File: src/rtl/indexed_double_ended_queue_assert.svh
// Assertion macros for the deque RTL, included by deq_ctrl.
// Every macro expects signals named clk and rst_n in the including scope.
`ifndef INDEXED_DOUBLE_ENDED_QUEUE_ASSERT_SVH
`define INDEXED_DOUBLE_ENDED_QUEUE_ASSERT_SVH

// A condition that must hold at every clock edge out of reset.
`define DEQ_ASSERT_ALWAYS(name, cond, msg) \
    name: assert property (@(posedge clk) disable iff (!rst_n) (cond)) \
        else $error(msg);

// A consequence that must hold in the same cycle as its cause.
`define DEQ_ASSERT_SAME(name, ante, cons, msg) \
    name: assert property (@(posedge clk) disable iff (!rst_n) (ante) |-> (cons)) \
        else $error(msg);

// A consequence that must hold in the cycle after its cause.
`define DEQ_ASSERT_NEXT(name, ante, cons, msg) \
    name: assert property (@(posedge clk) disable iff (!rst_n) (ante) |=> (cons)) \
        else $error(msg);

`endif

File: src/rtl/deq_pkg.sv
// Shared types and constants for the indexed double-ended queue.
// Used by deq_ctrl, indexed_double_ended_queue and the testbench; no dependencies.
`default_nettype none

package deq_pkg;

    // Field widths of the stream words.
    localparam int FUNC_W     = 3;
    localparam int ITEM_W     = 32;
    localparam int POS_W      = 10;
    localparam int RVAL_W     = 32;
    localparam int STATUS_W   = 2;
    localparam int OCC_W      = 11;
    localparam int IN_TDATA_W  = 48;
    localparam int OUT_TDATA_W = 48;

    // Operation codes.
    typedef enum logic [FUNC_W-1:0] {
        FN_PUSH_FRONT = 3'd0,
        FN_PUSH_BACK  = 3'd1,
        FN_POP_FRONT  = 3'd2,
        FN_POP_BACK   = 3'd3,
        FN_PEEK_FIRST = 3'd4,
        FN_PEEK_LAST  = 3'd5,
        FN_READ_AT    = 3'd6,
        FN_WRITE_AT   = 3'd7
    } func_t;

    // Status codes returned with every result word.
    typedef enum logic [STATUS_W-1:0] {
        ST_OK    = 2'd0,
        ST_EMPTY = 2'd1,
        ST_FULL  = 2'd2,
        ST_RANGE = 2'd3
    } status_t;

    // Outcome of one executed operation, handed to the result register.
    typedef struct packed {
        status_t status;
        logic    rd_ok;
        logic    is_push;
    } exec_res_t;

endpackage

`default_nettype wire

File: src/rtl/deq_ctrl.sv
// Execute stage of the deque: front pointer, entry count and store addressing.
// Depends on deq_pkg and on indexed_double_ended_queue_assert.svh.
`default_nettype none

`include "indexed_double_ended_queue_assert.svh"

module deq_ctrl #(
    parameter int DEPTH = 1024,
    parameter int WIDTH = 32
) (
    input  wire logic                          clk,
    input  wire logic                          rst_n,
    input  wire logic                          en,
    input  wire logic [deq_pkg::FUNC_W-1:0]    func,
    input  wire logic [deq_pkg::ITEM_W-1:0]    item_value,
    input  wire logic [deq_pkg::POS_W-1:0]     position,
    output logic                               mem_we,
    output logic                               mem_re,
    output logic      [$clog2(DEPTH)-1:0]      mem_addr,
    output logic      [WIDTH-1:0]              mem_wdata,
    output deq_pkg::exec_res_t                 res,
    output logic      [$clog2(DEPTH+1)-1:0]    count
);

    localparam int PW = $clog2(DEPTH);
    localparam int CW = $clog2(DEPTH + 1);
    localparam int OW = (CW > deq_pkg::POS_W) ? CW : deq_pkg::POS_W;

    logic [PW-1:0] front_reg, front_next;
    logic [CW-1:0] count_reg, count_next;

    logic [PW-1:0] front_inc, front_dec;
    logic [PW-1:0] offset;
    logic [PW:0]   slot_sum;
    logic [PW-1:0] slot;
    logic [OW-1:0] pos_ext;
    logic [OW-1:0] count_ext;
    logic [CW-1:0] count_dec;
    logic          is_full;
    logic          is_empty;
    logic          do_write;
    logic          do_read;
    logic          use_front;
    logic          use_dec;
    deq_pkg::func_t   fn;
    deq_pkg::status_t status;

    assign fn        = deq_pkg::func_t'(func);
    assign pos_ext   = OW'(position);
    assign count_ext = OW'(count_reg);
    assign count_dec = count_reg - CW'(1);
    assign is_full   = (count_reg == CW'(DEPTH));
    assign is_empty  = (count_reg == '0);

    // Neighbors of the front slot on the ring.
    assign front_inc = (front_reg == PW'(DEPTH - 1)) ? '0 : front_reg + PW'(1);
    assign front_dec = (front_reg == '0) ? PW'(DEPTH - 1) : front_reg - PW'(1);

    // Slot at an offset from the front; both terms are below DEPTH.
    assign slot_sum = {1'b0, front_reg} + {1'b0, offset};
    assign slot     = (slot_sum >= (PW + 1)'(DEPTH)) ? PW'(slot_sum - (PW + 1)'(DEPTH))
                                                     : slot_sum[PW-1:0];

    // Operation decode.
    always_comb
    begin
        status     = deq_pkg::ST_OK;
        offset     = '0;
        do_write   = 1'b0;
        do_read    = 1'b0;
        use_front  = 1'b0;
        use_dec    = 1'b0;
        front_next = front_reg;
        count_next = count_reg;
        unique case (fn) inside
            deq_pkg::FN_PUSH_FRONT, deq_pkg::FN_PUSH_BACK:
            begin
                offset = count_reg[PW-1:0];
                if (is_full)
                begin
                    status = deq_pkg::ST_FULL;
                end
                else
                begin
                    do_write   = 1'b1;
                    count_next = count_reg + CW'(1);
                    if (fn == deq_pkg::FN_PUSH_FRONT)
                    begin
                        use_dec    = 1'b1;
                        front_next = front_dec;
                    end
                end
            end
            deq_pkg::FN_POP_FRONT, deq_pkg::FN_PEEK_FIRST:
            begin
                if (is_empty)
                begin
                    status = deq_pkg::ST_EMPTY;
                end
                else
                begin
                    do_read   = 1'b1;
                    use_front = 1'b1;
                    if (fn == deq_pkg::FN_POP_FRONT)
                    begin
                        front_next = front_inc;
                        count_next = count_dec;
                    end
                end
            end
            deq_pkg::FN_POP_BACK, deq_pkg::FN_PEEK_LAST:
            begin
                offset = count_dec[PW-1:0];
                if (is_empty)
                begin
                    status = deq_pkg::ST_EMPTY;
                end
                else
                begin
                    do_read = 1'b1;
                    if (fn == deq_pkg::FN_POP_BACK)
                    begin
                        count_next = count_dec;
                    end
                end
            end
            default:
            begin
                // Read at or write at a position counted from the front.
                offset = pos_ext[PW-1:0];
                if (pos_ext >= count_ext)
                begin
                    status = deq_pkg::ST_RANGE;
                end
                else if (fn == deq_pkg::FN_READ_AT)
                begin
                    do_read = 1'b1;
                end
                else
                begin
                    do_write = 1'b1;
                end
            end
        endcase
    end

    // Store request and result of this operation.
    assign mem_addr    = use_front ? front_reg : (use_dec ? front_dec : slot);
    assign mem_we      = en && do_write;
    assign mem_re      = en && do_read;
    assign mem_wdata   = WIDTH'(item_value);
    assign res.status  = status;
    assign res.rd_ok   = do_read;
    assign res.is_push = (fn == deq_pkg::FN_PUSH_FRONT) || (fn == deq_pkg::FN_PUSH_BACK);
    assign count       = count_next;

    // Pointer and count registers.
    always_ff @(posedge clk or negedge rst_n)
    begin
        if (!rst_n)
        begin
            front_reg <= '0;
            count_reg <= '0;
        end
        else if (en)
        begin
            front_reg <= front_next;
            count_reg <= count_next;
        end
    end

    `DEQ_ASSERT_ALWAYS(a_count_bound, count_reg <= CW'(DEPTH), "entry count above depth")
    `DEQ_ASSERT_SAME(a_full_only_at_depth, en && (res.status == deq_pkg::ST_FULL), count_reg == CW'(DEPTH), "full reported below depth")
    `DEQ_ASSERT_NEXT(a_push_grows, en && (res.status == deq_pkg::ST_OK) && res.is_push, count_reg == $past(count_reg) + CW'(1), "push did not add one entry")
    `DEQ_ASSERT_NEXT(a_idle_holds, !en, $stable(count_reg) && $stable(front_reg), "state moved without an operation")

endmodule

`default_nettype wire

File: config.mk
export PLATFORM = sky130hd
export DESIGN_NAME = deq_ctrl
export DESIGN_NICKNAME = d
export VERILOG_FILES = /design/src/rtl/deq_pkg.sv /design/src/rtl/deq_ctrl.sv
export VERILOG_INCLUDE_DIRS = /design/src /design/src/rtl
export SDC_FILE = /design/constraint.sdc
export NUM_CORES = 1
export LEC_CHECK = 0
export BUFFER_PORTS_ARGS = -buffer_cell sky130_fd_sc_hd__buf_2
export CAP_MARGIN = 20
export CORE_MARGIN = 2
export CORE_UTILIZATION = 30
export DETAILED_ROUTE_END_ITERATION = 10
export PLACE_DENSITY_LB_ADDON = 0.1
export SLEW_MARGIN = 40
export SYNTH_ARGS = -nofsm -noshare
export SYNTH_HDL_FRONTEND = slang
export SYNTH_SLANG_ARGS = --single-unit
File: constraint.sdc
create_clock -name clk -period 3.7 [get_ports clk]
set_input_delay 0.37 -clock clk [delete_from_list [all_inputs] [get_ports clk]]
set_output_delay 0.37 -clock clk [all_outputs]
set_load 0.05 [all_outputs]
==> flow_summary.toml, run 1 <==
[power]
p_clk_share_pct = 8.4
p_leak_nw = 1.78
vdd_drop_max_mv = 0.257
combPwrFrac_pct = 75.0
sequentialPowerShare_pct = 16.7
intPower_mw = 1.32
p_sw_share_pct = 56.0
p_total_mw = 2.99
powerDensity_nw_per_um2 = 698
switchingPower_mw = 1.67

[cells_and_area]
mostFrequentLayoutCells = "buf_4 (61), a21oi_1 (50), nor2_1 (46)"
drive_above_1_share_pct = 25.0
layout.cells.non_filler = 702
largest_reg_flops = 11
final_common_cell = "buf_4"
syn2layout_area_growth_pct = 20.4
fin_util_pct = 37.2
fin_nets = 634
num_antenna_cells = 0

[yosys]
synth_edf_count = 0
netlist_area_um2 = 3560
ys_warn_count = 0
synthArstFlopShare_pct = 100
syn-instance-count = 523
yosysSeqAreaShare_pct = 14.8
synthFlopType = "dfrtp_1"
synth_seq_cells = 21
synth_top_area_share_pct = 14.8
synth_cell_types = 63
avgSynthCellArea_um2 = 6.81
yosys.area.top_type = "dfrtp_1"
syn_nets = 597
synthTopCellsByArea = "dfrtp_1 (15%), ha_1 (8.8%), a21oi_1 (8.0%), buf_4 (7.0%), o21ai_0 (5.6%)"

[placed_design]
place_inst = 693
gp_congestion = 0.917
hpwlAfterDp_mm = 10.4
io_buffer_count = 42

[clock_network]
cts.path.max_buffers = 2
cts_tree = "built"
clk_pin_slew_ps = 70
cts_buffers = 3
clock-root-buffer = "clkbuf_16"
clkSinkCount = 21
clk_latency_ps = 270
cts_hold_buf = 0
htreeDepth = 1

[worst_setup_path]
critPathCaptureType = "output port"
crit_type = "reg -> out"
cp-start-kind = "flip-flop"
worstPathArrival_ps = 3520
rr_startpoint = "count_ext[1]"
worstPathMaxFanout = 5
critical_path_required_ps = 3330
crit_path_start = "count_ext[1]"
r2r_slack_ps = 990

[drt]
drt_iter0_markers = 369
drc = 2
avgRoutedWirePerCell_um = 19.0
routed_wl_mm = 13.3
viasPerCell = 5.81
ant_nets = 0
drt_first_pass_iters = 8
dr_total_vias = 4079

[global_routing]
track_usage_pct = 20.9
grt_max_degree = 22
gr-total-overflow = 0
antenna_found_initial = 0
grt_pass1_wl_mm = 21.4
grt_pass1_vias = 3840

[sta]
fin_crit_ps = 3890
setup_viol = 2
skew_ps = 3.61
tightest_slew_ps = 800
setup_tns_ps = -278
slew_viol_final = 0
finalHoldViolations = 0
fin_crit_sh_pct = 105
final.setup.worst_slack_ps = -185
slew_headroom_pct = 46.3
rsz0062_at_grt = "true"
fmax_mhz = 257

[floorplanning]
design.core.area_um2 = 11500
rows = 39
start_util_pct = 30.9
dieWidth_um = 113
die_area_um2 = 12800
die_y_um = 113
pin_count = 107

[run_status]
violations = "design-rule violations, negative setup slack"
status = "finished with violations"

[flow_run]
cap_violations = 0

[min_path]
min_path_type = "in -> async"
[cell type report]
type	count	area, µm²
fillers	1267	7230
multi-input cells	407	2700
repair buffers	103	702
flip-flops and latches	21	528
well taps	143	179
inverters	24	97.6
clock buffers	3	75.1
clock inverters	1	5.00
[through the flow]
| stage | cell area (µm²) | hold WS [ps] | setup WS, ps |
|---|---|---|---|
| final | 4290 | 118 | -185 |
| after global routing | 4290 | 156 | -302 |
| after CTS | 4230 | 132 | -273 |
| after detailed placement | 4040 | 423 | -70.1 |
| after global placement | 4040 | 414 | 21.1 |
| after floorplan | 3660 | 74.4 | -5.41 |
[path summary, 6_finish.rpt]
check | to | cells past startpoint
setup / recovery | mem_addr[9] | 15
hold / removal | count_ext[2] | 1
setup reg to reg | front_reg[8] | 11
hold reg to reg | front_reg[8] | 1
max in group asynchronous | count_ext[1] | 1
min in group clk | count_ext[6] | 2
[cells by family after synthesis]
kind of cell             synth area share, %
XOR/XNOR                                5.16
adder cells (fa/ha/maj)                 9.34
buffers and inverters                   13.9
AND/OR/NAND/NOR                         24.4
multiplexers                           0.562
AO/OA/AOI/OAI                           31.8
flip-flops                              14.8
[cells in the mapped netlist (3+ instances only)]
master,count
nor3_1,19
a21oi_1,57
nor3b_1,3
inv_1,24
a221o_1,4
o211ai_1,4
a211oi_1,8
nand4_1,10
nand3_1,21
a22oi_1,5
o22ai_1,8
o21ai_1,6
o22a_1,3
a31oi_1,11
nand2_1,43
nand2b_1,7
a32oi_1,3
buf_4,33
o21ai_0,40
o31ai_1,8
xnor2_1,19
nor2_1,47
dfrtp_1,21
ha_1,25
clkbuf_1,33
nor4_1,5
or3_1,4
and2_1,4
[worst max-delay path: stages (launching register included)]
cell and delay (ps):
dfrtp_2 440, inv_4 90, ha_4 130, or3b_4 380
a21oi_2 150, o22ai_1 90, a221o_1 360, ha_4 300
nand4_1 140, a21oi_2 140, and3b_2 250, o21ai_4 140
xnor2_2 90, a32o_2 270, a21oi_4 120, buf_6 170
[per-layer routing]
| metal | share of wire (%) | up-vias | GRT usage [%] |
|---|---|---|---|
| li1 | - | 1954 | - |
| met1 | 47 | 1969 | 30.2 |
| met2 | 46 | 142 | 34.4 |
| met3 | 5.9 | 14 | 2.41 |
| met4 | 0.79 | 0 | 3.17 |
| met5 | 0 | - | 0 |
[timing repair]
item,in CTS,in global routing
setup endpoints to repair,5,7
resized for setup,17,16
setup buffers,5,0
pin swaps,12,8
gates cloned,0,0
[power groups by stage]
stage / combinational [mW] / clock [mW] / sequential [mW]
4_1_cts: 2.17 / 0.265 / 0.490
3_5_place_dp: 2.07 / 0 / 0.489
5_1_grt: 2.43 / 0.272 / 0.517
3_3_place_gp: 2.07 / 0 / 0.492
6_report: 2.24 / 0.250 / 0.500
2_1_floorplan: 1.71 / 0 / 0.375
(Power assumes the default switching activity.)
==> inputs of run 2 (changes only) <==
--- a/config.mk
+++ b/config.mk
@@ -11,7 +11,7 @@
 export CORE_MARGIN = 2
 export CORE_UTILIZATION = 30
 export DETAILED_ROUTE_END_ITERATION = 10
-export PLACE_DENSITY_LB_ADDON = 0.1
+export PLACE_DENSITY = 0.64
 export SLEW_MARGIN = 40
 export SYNTH_ARGS = -nofsm -noshare
 export SYNTH_HDL_FRONTEND = slang
==> flow_summary.toml, run 2 (synthesis gave the netlist of run 1 again) <==
[run_status]
status = "finished with violations"
violations = "design-rule violations, negative setup slack"

[worst_setup_path]
r2r_end = "front_reg[8]"
worstPathMaxFanout = 5
rr_startpoint = "count_ext[0]"
endpoint = "mem_addr[9]"
cp-start-kind = "flip-flop"
worstPathArrival_ps = 3530
crit_path_start = "count_ext[0]"
critical_path_required_ps = 3330
critPathCaptureType = "output port"
r2r_slack_ps = 970
worstRegToRegCells = 11
crit_type = "reg -> out"

[power]
p_total_mw = 3.03
intPower_mw = 1.33
sequentialPowerShare_pct = 15.9
switchingPower_mw = 1.70
p_sw_share_pct = 56.0
vdd_drop_max_mv = 0.404
powerDensity_nw_per_um2 = 707
p_leak_nw = 1.76
p_clk_share_pct = 8.6
combPwrFrac_pct = 75.6

[clock_network]
cts_buffers = 3
htreeDepth = 1
clk_pin_slew_ps = 70
clkSinkCount = 21
cts.path.max_buffers = 2
clock-root-buffer = "clkbuf_16"
clk_latency_ps = 270
cts_tree = "built"

[drt]
dr_total_vias = 4212
routed_wl_mm = 12.4
drt_first_pass_iters = 9
ant_nets = 0
drc = 3
avgRoutedWirePerCell_um = 18.0
viasPerCell = 6.10
drt_iter0_markers = 677

[cells_and_area]
fin_nets = 623
syn2layout_area_growth_pct = 20.4
final_common_cell = "a21oi_1"
drive_above_1_share_pct = 25.7
fin_util_pct = 37.3
num_antenna_cells = 0
design_area_um2 = 4290
mostFrequentLayoutCells = "a21oi_1 (50), buf_4 (48), nor2_1 (42), nand2_1 (42)"
num-fill-cells = 1189
largest_reg_flops = 11

[placed_design]
hpwlAfterDp_mm = 9.36
io_buffer_count = 42
gp_congestion = 0.976
place_area_um2 = 3980

[floorplanning]
design.core.area_um2 = 11500
die_area_um2 = 12800
dieWidth_um = 113
die_y_um = 113
rows = 39
pin_count = 107
start_util_pct = 30.9

[global_routing]
grt_pass1_wl_mm = 19.9
grt_max_degree = 37
grt_pass1_vias = 3946
gr-total-overflow = 0
antenna_found_initial = 0
track_usage_pct = 19.0

[sta]
fin_crit_sh_pct = 105
slew_headroom_pct = 55.9
tightest_slew_ps = 661
skew_ps = 2.49
final.setup.worst_slack_ps = -196
setup_viol = 4
fin_crit_ps = 3900
finalHoldViolations = 0
rsz0062_at_grt = "true"
slew_viol_final = 0
fmax_mhz = 257

[flow_run]
cap_violations = 0

[min_path]
min_path_type = "in -> async"
-- run 2: cell count changes in the layout (fill, tap and decap cells not counted), moves of 2 or more --
cell / delta
nor2_2: +2
a211oi_2: +2
nor2_4: +2
a211oi_1: -2
nor2_1: -4
o21ai_2: +3
buf_4: -13
buf_6: +2
o21ai_0: -2
-- run 2: layout make-up --
cell class / instances / area, µm² / share of cell area (%)
flip-flops and latches: 21 / 527 / 12.3
repair buffers: 92 / 639 / 14.9
multi-input cells: 407 / 2770 / 64.5
clock inverters: 1 / 5.00 / 0.117
clock buffers: 3 / 75.1 / 1.75
well taps: 143 / 179 / 4.17
inverters: 24 / 97.6 / 2.27
-- run 2: what timing repair did --
action                     CTS  global route
resized for setup           20            31
buffers inserted             2             2
pin swaps                   14            18
hold buffers                 0             0
setup endpoints to repair    5             8
-- run 2: metrics by stage --
step | std cells | hold slack [ps] | setup TNS (ps) | setup slack [ps]
detailed placement | 683 | 402 | -53.2 | -44.6
global placement | 683 | 400 | 0 | 21.3
global route | 691 | 134 | -1050 | -336
floorplan | 523 | 74.4 | -5.41 | -5.41
finish | 691 | 86.8 | -435 | -196
CTS | 689 | 113 | -469 | -214
-- run 2: power by group through the flow --
| stage | combinational [mW] | clock (mW) | sequential, mW |
|---|---|---|---|
| 2_1_floorplan | 1.71 | 0 | 0.375 |
| 3_5_place_dp | 2.05 | 0 | 0.476 |
| 5_1_grt | 2.47 | 0.268 | 0.499 |
| 3_3_place_gp | 2.01 | 0 | 0.475 |
| 4_1_cts | 2.14 | 0.257 | 0.472 |
| 6_report | 2.29 | 0.260 | 0.481 |
-- run 2: worst min-delay path by stage --
stage	startpoint	end	slack, ps	cells after the start
after global routing	rst_n	front_reg[7]	130	1
after detailed placement	rst_n	front_reg[3]	400	1
after global placement	rst_n	front_reg[1]	400	1
final	rst_n	front_reg[3]	90	1
after floorplan	rst_n	count_ext[0]	70	0
after CTS	rst_n	front_reg[3]	110	1
-- run 2: critical path, stage by stage, from the launching register on --
cell and delay [ps]:
dfrtp_1 430, inv_6 90, ha_4 120, or3b_4 390, a21oi_4 140, o22ai_2 100, a221o_1 400, ha_4 310
nand4_1 110, a21oi_2 120, and3b_2 230, o21ai_2 170, xnor2_2 100, a32o_2 280, a21oi_4 110, buf_6 170
-- run 2: layer usage --
| layer | share of wire [%] | wire (µm) | track usage [%] | up-vias |
|---|---|---|---|---|
| li1 | - | - | - | 1931 |
| met1 | 41 | 5040 | 25.4 | 1999 |
| met2 | 46 | 5750 | 31.0 | 232 |
| met3 | 9.9 | 1230 | 3.96 | 50 |
| met4 | 3.2 | 394 | 5.61 | 0 |
| met5 | 0 | 0 | 0 | - |
